--- src/rtl/core/u8ld_pkg.sv ---
package u8ld_pkg;

  localparam int unsigned ByteW = 8;
  localparam int unsigned CodeW = 31;
  localparam int unsigned LenW  = 3;
  localparam int unsigned NumCont = 4;

  localparam logic [LenW-1:0] LenOne = 3'd1;

  typedef enum logic [2:0] {
    OP_NONE,
    OP_EMIT_SEQ,
    OP_STORE_CONT,
    OP_OPEN,
    OP_EMIT_RAW,
    OP_FLUSH_EMIT
  } op_t;

  typedef struct packed {
    logic sel_in;
    logic cap;
    op_t  op;
    logic last;
  } cmd_t;

  typedef struct packed {
    logic pending;
    logic is_cont;
    logic complete;
    logic cur_single;
    logic cur_fin;
    logic elem_last;
    logic byte_lead;
    logic fin_held;
    logic out_free;
  } status_t;

  function automatic logic [LenW-1:0] seq_len(input logic [ByteW-1:0] b);
    logic [LenW-1:0] len;
    if (b inside {[8'hFC:8'hFD]}) len = 3'd6;
    else if (b inside {[8'hF8:8'hFB]}) len = 3'd5;
    else if (b inside {[8'hF0:8'hF4]}) len = 3'd4;
    else if (b inside {[8'hE0:8'hEF]}) len = 3'd3;
    else if (b inside {[8'hC0:8'hDF]}) len = 3'd2;
    else len = 3'd1;
    return len;
  endfunction

endpackage

--- src/rtl/core/u8ld_datapath.sv ---
module u8ld_datapath (
  input  logic                         clk,
  input  logic                         rst_n,
  input  u8ld_pkg::cmd_t               cmd,
  output u8ld_pkg::status_t            st,
  input  logic [7:0]                   in_text_byte,
  input  logic                         in_final_byte,
  input  logic                         out_stall,
  output logic                         out_valid,
  output logic [30:0]                  out_code_point,
  output logic [2:0]                   out_byte_length,
  output logic                         out_last_of_run
);
  import u8ld_pkg::*;

  logic [ByteW-1:0] lead_r, lead_nxt;
  logic [LenW-1:0]  exp_r, exp_nxt;
  logic [LenW-1:0]  rc_r, rc_nxt;
  logic [CodeW-1:0] partial_r, partial_nxt;
  logic [LenW-1:0]  idx_r, idx_nxt;
  logic [ByteW-1:0] byte_r;
  logic             fin_r;
  logic [ByteW-1:0] cont_r [NumCont];
  logic             out_valid_r, out_valid_nxt;
  logic [CodeW-1:0] out_cp_r;
  logic [LenW-1:0]  out_len_r;
  logic             out_last_r;

  logic [ByteW-1:0] cur_byte;
  logic             cur_fin;
  logic [LenW-1:0]  cur_len;
  logic [CodeW-1:0] shifted;
  logic [1:0]       wr_idx;
  logic [ByteW-1:0] elem;
  logic [ByteW-1:0] lead_mask;
  logic             emit;
  logic [CodeW-1:0] emit_cp;
  logic [LenW-1:0]  emit_len;

  always_comb begin
    cur_byte  = cmd.sel_in ? in_text_byte : byte_r;
    cur_fin   = cmd.sel_in ? in_final_byte : fin_r;
    cur_len   = seq_len(cur_byte);
    shifted   = {partial_r[CodeW-7:0], cur_byte[5:0]};
    wr_idx    = rc_r[1:0] - 2'd1;
    elem      = (idx_r == 3'd0) ? lead_r : cont_r[idx_r[1:0] - 2'd1];
    lead_mask = 8'h7F >> cur_len;

    st.pending    = (exp_r != 3'd0);
    st.is_cont    = (cur_byte inside {[8'h80:8'hBF]});
    st.complete   = ({1'b0, rc_r} + 4'd1) >= {1'b0, exp_r};
    st.cur_single = (cur_len == LenOne);
    st.cur_fin    = cur_fin;
    st.elem_last  = (idx_r == (rc_r - 3'd1));
    st.byte_lead  = (seq_len(byte_r) != LenOne);
    st.fin_held   = fin_r;
    st.out_free   = !out_valid_r || !out_stall;
  end

  always_comb begin
    lead_nxt    = lead_r;
    exp_nxt     = exp_r;
    rc_nxt      = rc_r;
    partial_nxt = partial_r;
    idx_nxt     = idx_r;
    emit        = 1'b0;
    emit_cp     = '0;
    emit_len    = LenOne;
    case (cmd.op)
      OP_EMIT_SEQ: begin
        emit        = 1'b1;
        emit_cp     = shifted;
        emit_len    = exp_r;
        lead_nxt    = '0;
        exp_nxt     = '0;
        rc_nxt      = '0;
        partial_nxt = '0;
      end
      OP_STORE_CONT: begin
        partial_nxt = shifted;
        rc_nxt      = rc_r + 3'd1;
      end
      OP_OPEN: begin
        lead_nxt    = cur_byte;
        exp_nxt     = cur_len;
        rc_nxt      = 3'd1;
        partial_nxt = {23'd0, cur_byte & lead_mask};
      end
      OP_EMIT_RAW: begin
        emit    = 1'b1;
        emit_cp = {23'd0, cur_byte};
      end
      OP_FLUSH_EMIT: begin
        emit    = 1'b1;
        emit_cp = {23'd0, elem};
        if (st.elem_last) begin
          idx_nxt     = '0;
          lead_nxt    = '0;
          exp_nxt     = '0;
          rc_nxt      = '0;
          partial_nxt = '0;
        end else begin
          idx_nxt = idx_r + 3'd1;
        end
      end
      default: begin
      end
    endcase
    out_valid_nxt = emit ? 1'b1 : (out_stall ? out_valid_r : 1'b0);
  end

  always_ff @(posedge clk) begin
    if (!rst_n) begin
      lead_r      <= '0;
      exp_r       <= '0;
      rc_r        <= '0;
      partial_r   <= '0;
      idx_r       <= '0;
      out_valid_r <= 1'b0;
    end else begin
      lead_r      <= lead_nxt;
      exp_r       <= exp_nxt;
      rc_r        <= rc_nxt;
      partial_r   <= partial_nxt;
      idx_r       <= idx_nxt;
      out_valid_r <= out_valid_nxt;
    end
  end

  always_ff @(posedge clk) begin
    if (cmd.cap) begin
      byte_r <= in_text_byte;
      fin_r  <= in_final_byte;
    end
    if (cmd.op == OP_STORE_CONT) begin
      cont_r[wr_idx] <= cur_byte;
    end
    if (emit) begin
      out_cp_r   <= emit_cp;
      out_len_r  <= emit_len;
      out_last_r <= cmd.last;
    end
  end

  assign out_valid       = out_valid_r;
  assign out_code_point  = out_cp_r;
  assign out_byte_length = out_len_r;
  assign out_last_of_run = out_last_r;

endmodule

--- src/rtl/core/u8ld_ctrl.sv ---
module u8ld_ctrl (
  input  logic              clk,
  input  logic              rst_n,
  input  logic              in_valid,
  output logic              in_stall,
  input  u8ld_pkg::status_t st,
  output u8ld_pkg::cmd_t    cmd
);
  import u8ld_pkg::*;

  typedef enum logic [2:0] {
    S_IDLE  = 3'b001,
    S_EVAL  = 3'b010,
    S_FLUSH = 3'b100
  } state_t;

  state_t state_r, state_nxt;
  logic   after_idle_r, after_idle_nxt;
  logic   go;

  always_comb begin
    state_nxt      = state_r;
    after_idle_nxt = after_idle_r;
    cmd.sel_in     = (state_r == S_IDLE);
    cmd.cap        = 1'b0;
    cmd.op         = OP_NONE;
    cmd.last       = 1'b1;
    in_stall       = !((state_r == S_IDLE) && st.out_free);
    go             = 1'b0;
    case (state_r)
      S_IDLE: begin
        go      = in_valid && st.out_free;
        cmd.cap = go;
      end
      S_EVAL: begin
        go = st.out_free;
      end
      S_FLUSH: begin
        if (st.out_free) begin
          cmd.op   = OP_FLUSH_EMIT;
          cmd.last = st.elem_last && (after_idle_r || (st.byte_lead && !st.fin_held));
          if (st.elem_last) begin
            state_nxt = after_idle_r ? S_IDLE : S_EVAL;
          end
        end
      end
      default: begin
        state_nxt = S_IDLE;
      end
    endcase

    if (go) begin
      state_nxt = S_IDLE;
      if (st.pending && st.is_cont) begin
        if (st.complete) begin
          cmd.op = OP_EMIT_SEQ;
        end else begin
          cmd.op = OP_STORE_CONT;
          if (st.cur_fin) begin
            state_nxt      = S_FLUSH;
            after_idle_nxt = 1'b1;
          end
        end
      end else if (st.pending) begin
        state_nxt      = S_FLUSH;
        after_idle_nxt = 1'b0;
      end else if (st.cur_single) begin
        cmd.op = OP_EMIT_RAW;
      end else begin
        cmd.op = OP_OPEN;
        if (st.cur_fin) begin
          state_nxt      = S_FLUSH;
          after_idle_nxt = 1'b1;
        end
      end
    end
  end

  always_ff @(posedge clk) begin
    if (!rst_n) begin
      state_r      <= S_IDLE;
      after_idle_r <= 1'b1;
    end else begin
      state_r      <= state_nxt;
      after_idle_r <= after_idle_nxt;
    end
  end

endmodule

--- src/rtl/core/utf8_lenient_decoder_top.sv ---
// A result is registered: it shows in the cycle after the beat that completes it.
// Throughput: one beat per cycle while bytes decode cleanly and out_stall is low.
// A broken or flushed sequence replays its buffered bytes at one result per cycle
// if not stalled, via the single output register; a breaking byte is re-evaluated.
// Reset (rst_n low, synchronous) clears the pending sequence and the output valid.
module utf8_lenient_decoder_top (
  input  logic        clk,
  input  logic        rst_n,
  input  logic        in_valid,
  output logic        in_stall,
  input  logic [7:0]  in_text_byte,
  input  logic        in_final_byte,
  output logic        out_valid,
  input  logic        out_stall,
  output logic [30:0] out_code_point,
  output logic [2:0]  out_byte_length,
  output logic        out_last_of_run
);
  import u8ld_pkg::*;

  cmd_t    cmd;
  status_t st;

  u8ld_ctrl u_ctrl (
    .clk      (clk),
    .rst_n    (rst_n),
    .in_valid (in_valid),
    .in_stall (in_stall),
    .st       (st),
    .cmd      (cmd)
  );

  u8ld_datapath u_dp (
    .clk             (clk),
    .rst_n           (rst_n),
    .cmd             (cmd),
    .st              (st),
    .in_text_byte    (in_text_byte),
    .in_final_byte   (in_final_byte),
    .out_stall       (out_stall),
    .out_valid       (out_valid),
    .out_code_point  (out_code_point),
    .out_byte_length (out_byte_length),
    .out_last_of_run (out_last_of_run)
  );

endmodule

--- config.mk ---
export PLATFORM = sky130hd
export DESIGN_NAME = utf8_lenient_decoder_top
export DESIGN_NICKNAME = d
export VERILOG_FILES = /design/src/rtl/core/u8ld_pkg.sv /design/src/rtl/core/u8ld_datapath.sv /design/src/rtl/core/u8ld_ctrl.sv /design/src/rtl/core/utf8_lenient_decoder_top.sv
export SDC_FILE = /design/constraint.sdc
export NUM_CORES = 1
export LEC_CHECK = 0
export ABC_AREA = 1
export BUFFER_PORTS_ARGS = -buffer_cell sky130_fd_sc_hd__buf_2
export CAP_MARGIN = 0
export CORE_MARGIN = 5
export CORE_UTILIZATION = 59
export DETAILED_ROUTE_END_ITERATION = 10
export PLACE_DENSITY_LB_ADDON = 0.05
export SYNTH_ARGS = -nofsm -noshare
export SYNTH_HDL_FRONTEND = slang
export SYNTH_HIERARCHICAL = 1
export SYNTH_SLANG_ARGS = --single-unit
export TNS_END_PERCENT = 10
--- constraint.sdc ---
create_clock -name clk -period 5.1 [get_ports clk]
set_input_delay 1.53 -clock clk [delete_from_list [all_inputs] [get_ports clk]]
set_output_delay 1.53 -clock clk [all_outputs]
set_load 0.05 [all_outputs]
; ---- Word-level counts from Yosys, hierarchy flattened
; Memories as Yosys holds them, arrays and structs flattened.
; Index checks and enable logic that the tools add are counted.
[op_classes]
n_addsub = 6
n_lt_le_gt_ge = 23
eq_ne = 18
shifts = 1
mux = 51
bitwise_logic = 1
n_reduce_logical = 33
[ops]
columns = operator, count
row1 = $pmux W25 S4, 1
row2 = $pmux W31 S3, 1
row3 = $ge A8 B8 Y1 const B, 11
row4 = $le A8 B8 Y1 const B, 11
row5 = $mux W3, 22
row6 = $mux W25, 1
row7 = $mux W8, 3
row8 = $pmux W8 S3, 1
row9 = $logic_and A1 B1 Y1, 16
row10 = $mux W1, 12
row11 = $ne A3 B1 Y1 const B, 4
row12 = $pmux W3 S4, 1
row13 = $eq A3 B1 Y1 const B, 3
row14 = $eq A3 B2 Y1 const B, 3
row15 = $eq A3 B3 Y1 const B, 3
row16 = $pmux W3 S3, 1
row17 = $and A8 B8 Y8, 1
row18 = $mux W2, 4
row19 = $mux W4, 2
row20 = $shr A7 B3 Y8 const A, 1
row21 = $add A3 B1 Y3 const B, 2
row22 = $pmux W3 S2, 1
row23 = $reduce_and A2 Y1, 3
row24 = $reduce_and A3 Y1, 2
row25 = 15 further kinds, 23
[totals]
reg_bits = 91
mem_bits_rw = 32
inputBits = 13
out_inout_bits = 37
wordCells = 147
memories = 1
[mem_list]
columns = name, words, width, read_ports, rd_clocked_by_memory_dff, write_ports, line
row1 = u_dp.cont_r, 4, 8, 1, 0, 1, u8ld_datapath.sv:23  ; logic [ByteW-1:0] cont_r [NumCont];

; ---- Logic depth before layout (Yosys ltp)
[logic_depth]
depth_word = 20
mapped_depth = 25
ltp_nobuf = 25

; ---- Hierarchy
; The synthesis kept the hierarchy.
[modules_own_cells]
columns = mod, instances, cells_per_inst, area_per_inst_um2, seq_area_each_um2
row1 = u8ld_datapath, 1, 503, 5109.9, 3143.0
row2 = u8ld_ctrl, 1, 65, 407.9, 80.1

; ---- Worst setup path after synthesis
; Ideal clock, no wire load.
[synth_timing]
kind = input-to-reg
from = in in_text_byte[6]
to = reg u_dp.out_len_r[0], in the netlist u_dp/out_byte_length[0], enable pin
setup_time_ps = 393
arrival_ps = 3663
required_ps = 4707
setup_slack_ps = 1045
stages = 14
path_buffers = 0
cell_sequence = nand2_1 nand2_2 nand2_4 nor2_4 o211ai_2 nand2_1 inv_1 o21ai_0 nand2_1 o21ai_0 inv_2 nor2_4 inv_2 nand2_1
[synth_rtl]
columns = element, line
row1 = from (decl), utf8_lenient_decoder_top.sv:11  ; input logic [7:0] in_text_byte,
row2 = to (signal assigned), u8ld_datapath.sv:140  ; out_len_r <= emit_len;
row3 = to (decl), u8ld_datapath.sv:26  ; logic [LenW-1:0] out_len_r;

==> qor.log <==
[detailed_routing] detailed-routing iteration count for the pre-antenna-repair pass 5
[min_path] launch instance of the worst min-delay path u_dp/lead_r[7]
[logic_synthesis] Syn Nets 592
[place] RePlAce Congestion 0.9213
[logic_synthesis] portion of the post-synthesis area used by sequential elements 58.41%
[die] Die Wd 106.7 µm
[die] number of ports placed on the die boundary 50
[power_and_ir_drop] Power per Cell Area 492.0 nW/µm²
[min_path] Hold Path Class flop to flop
[clock_tree] CTS Root Cell clkbuf_8
[detailed_routing] routed len/inst 15.83 µm
[timing] RSZ-0062 raised after global routing no
[finish] antenna diode count 0
[die] initial core utilization 60.00%
[grt] number of global-route vias before repair 4,065
[clock_tree] CTS buffer count 17
[timing] headroom to the max-slew limit 36.83%
[logic_synthesis] proportion of netlist area held by the largest area contributor 41.36%
[power_and_ir_drop] clock power share 37.3%
[detailed_routing] remaining routing DRC violations 0
[timing] Sum Neg Setup Slack 0 ns
[logic_synthesis] top cells by area in the synthesized netlist edfxtp_1, dfxtp_1, nand2_1
[setup_path] first element of the critical path in_text_byte[0]
[timing] maximum operating frequency 257.9 MHz
[finish] P&R area growth vs syn 16.87%
[setup_path] Critical Path RT 5.31 ns
[finish] fraction of layout cells with a size suffix above 1 21.42%
[grt] total grt overflow 0
[detailed_routing] iteration-0 DRC count of the detailed router 294
[power_and_ir_drop] maximum vdd drop 0.0002364 V
[power_and_ir_drop] post-route total power 3.173 mW
[detailed_routing] number of vias per cell after detailed routing 5.449
[detailed_routing] final wirelength 11,810 µm
[clock_tree] H-tree depth reported by CTS 4
[finish] most used cells in the layout excluding fill and tap cells nand2_1, nor2_1, edfxtp_1
[clock_tree] CTS tree done
[logic_synthesis] total number of yosys warnings 6
[detailed_routing] final antenna-violating net count 0
[timing] final worst-path cycle share 76.04%
[setup_path] capturing element type of the critical path flop
[finish] utilization of the core after routing 70.12%
[setup_path] crit path launch type input pin
[setup_path] beginning of the worst register-to-register path u_ctrl/state_r[0]
[outcome] status complete, no violations
[detailed_routing] DR vias 4,065
[timing] Tmin final 3.878 ns
[place] total of buffers placed on input and output ports 49
[die] area of the die 11,390 µm²
[timing] slew of the pin with the lowest slew margin 0.9465 ns
[finish] commonest non-fill, non-tap cell in the layout nand2_1
[clock_tree] TritonCTS Sinks 123
[flow_run] number of max-capacitance violations reported 0
[setup_path] Worst Path Max Fanout 24
[setup_path] Arr. time, crit path 4.09 ns
[finish] layout filler cell count 712
[timing] hold violation count in the final report 0
[finish] fin nets 646
[logic_synthesis] count of cell types in the netlist 45
[grt] number of antenna violations at the first check in global routing 0
[power_and_ir_drop] sequential share of power 38.8%
[logic_synthesis] top cell type by total area after synthesis edfxtp_1
[die] Core Area 9196 µm²
[clock_tree] clk slew on worst S/H paths 0.06 ns
[power_and_ir_drop] leakage power 2.537 nW
[power_and_ir_drop] Combinational Power Share 23.8%
[timing] final setup violating endpoints 0
[clock_tree] worst skew pair latency 0.51 ns
[logic_synthesis] post-synthesis cell area 5518 µm²
[die] chip height 106.7 µm
[grt] Overall Global Routing Usage 22.26%
[timing] Fin Clk Skew 0.01115 ns
[grt] wire length of the first global-routing pass 19,750 µm
[logic_synthesis] Synth Area per Inst 9.714 µm²
[timing] max-slew violations 0
[power_and_ir_drop] Int Pwr 2.087 mW
[setup_path] Setup Crit Path Kind input pin to flop
[die] Site Rows 35
[logic_synthesis] number of instances in the synthesized netlist 568
[place] detailed-placement wirelength estimate 8082 µm
[power_and_ir_drop] NetSw 1.086 mW
[logic_synthesis] Seq cells post-synth 123
[grt] maximum number of pins on one net before global-route repair 30
[power_and_ir_drop] switching power as a share of total power 34.22%
[clock_tree] worst-case clock buffer depth 2
[clock_tree] total of cells resized after clock tree synthesis 0
[clock_tree] Post CTS Setup Buffer Count 0
[clock_tree] CTS Hold Bufs 0
[synth_stat cells, drive strengths merged]
cell type	n
a21oi	25
nand2	108
o21ai	35
o32ai	5
xor2	2
nor2	93
nand4	9
a41oi	1
or2	1
dfxtp	47
nand3b	2
o221ai	1
mux2i	5
a31oi	1
edfxtp	76
inv	78
a41o	1
buf	12
nand3	10
o22ai	3
a22oi	19
nor3	6
clkinv	1
o211ai	3
a21boi	1
ha	11
xnor2	2
clkbuf	10
[critical path: stages]
cell	delay [ns]
buf_2	0.09
nand2_1	0.06
nand2_2	0.20
nand2_1	0.11
o211ai_2	0.20
nand2_1	0.10
inv_1	0.11
o21ai_0	0.09
nand2_1	0.06
o21ai_0	0.23
inv_2	0.24
nand3_1	0.28
nand2_1	0.53
buf_12	0.25
[power by group through the flow]
stage	clock [mW]	sequential, mW	combinational, mW
3_5_place_dp	0	1.25	0.757
3_3_place_gp	0	1.25	0.746
4_1_cts	1.20	1.23	0.759
5_1_grt	1.26	1.24	0.810
6_report	1.18	1.23	0.756
2_1_floorplan	0	1.52	0.316
[metrics by stage]
stage	hold WS [ns]	worst slack, ns	area [µm²]	instances
final	0.4618	1.222	6449	746
after detailed placement	0.4543	0.7192	5851	714
after global routing	0.4868	0.7430	6449	746
after global placement	0.4501	0.8239	5851	714
after floorplan	0.4388	1.045	5518	568
after CTS	0.4621	1.245	6449	746
[flip-flops by register name, indices dropped and copies added, names as in the netlist]
name	count
u_dp/rc_r	3
u_dp/out_last_of_run	1
u_dp/partial_r	25
u_dp/out_valid	1
u_ctrl/after_idle_r	1
u_dp/out_byte_length	3
u_dp/lead_r	8
u_dp/cont_r	32
u_dp/out_code_point	31
u_ctrl/state_r	3
u_dp/exp_r	3
u_dp/byte_r	8
u_dp/idx_r	3
u_dp/fin_r	1
[metal layers]
| metal | vias up | share of wire (%) | GRT usage, % |
|---|---|---|---|
| li1 | 2006 | - | - |
| met4 | 0 | 1.4 | 5.936 |
| met3 | 17 | 6.0 | 5.057 |
| met2 | 142 | 48 | 36.87 |
| met1 | 1900 | 45 | 29.67 |
| met5 | - | 0 | 0 |
[logic make-up (layout without fill, tap and decap cells)]
logic type | count (synthesis) | in the layout | share of synthesized area [%]
AOI/OAI and AO/OA | 95 | 95 | 10.77
xor gates and xnor gates | 4 | 4 | 0.6350
adders and majority gates | 11 | 11 | 2.494
DFF | 123 | 123 | 58.41
buffers and inverters | 101 | 168 | 7.664
and+or+nand+nor | 229 | 229 | 19.12
muxes | 5 | 5 | 0.9071
[worst paths after layout]
path,to,slack (ns),cells past startpoint
worst min register to register,u_dp/lead_r[7],0.46,2
worst max-delay path,u_dp/out_code_point[6],1.22,14
worst min-delay path,u_dp/lead_r[7],0.46,2
worst max register to register,u_dp/out_code_point[6],1.23,17
[area by class of cell]
class                   count  area, µm²  area share (%)
clock inverters            14      158.9           2.464
well taps                 111      138.9           2.154
flip-flops and latches    123       3223           49.98
multi-input cells         344       1872           29.03
inverters                  79      299.0           4.637
repair buffers             57      317.8           4.928
clock buffers              18      439.2           6.810
No activity file was read; power rests on OpenSTA's default activity.
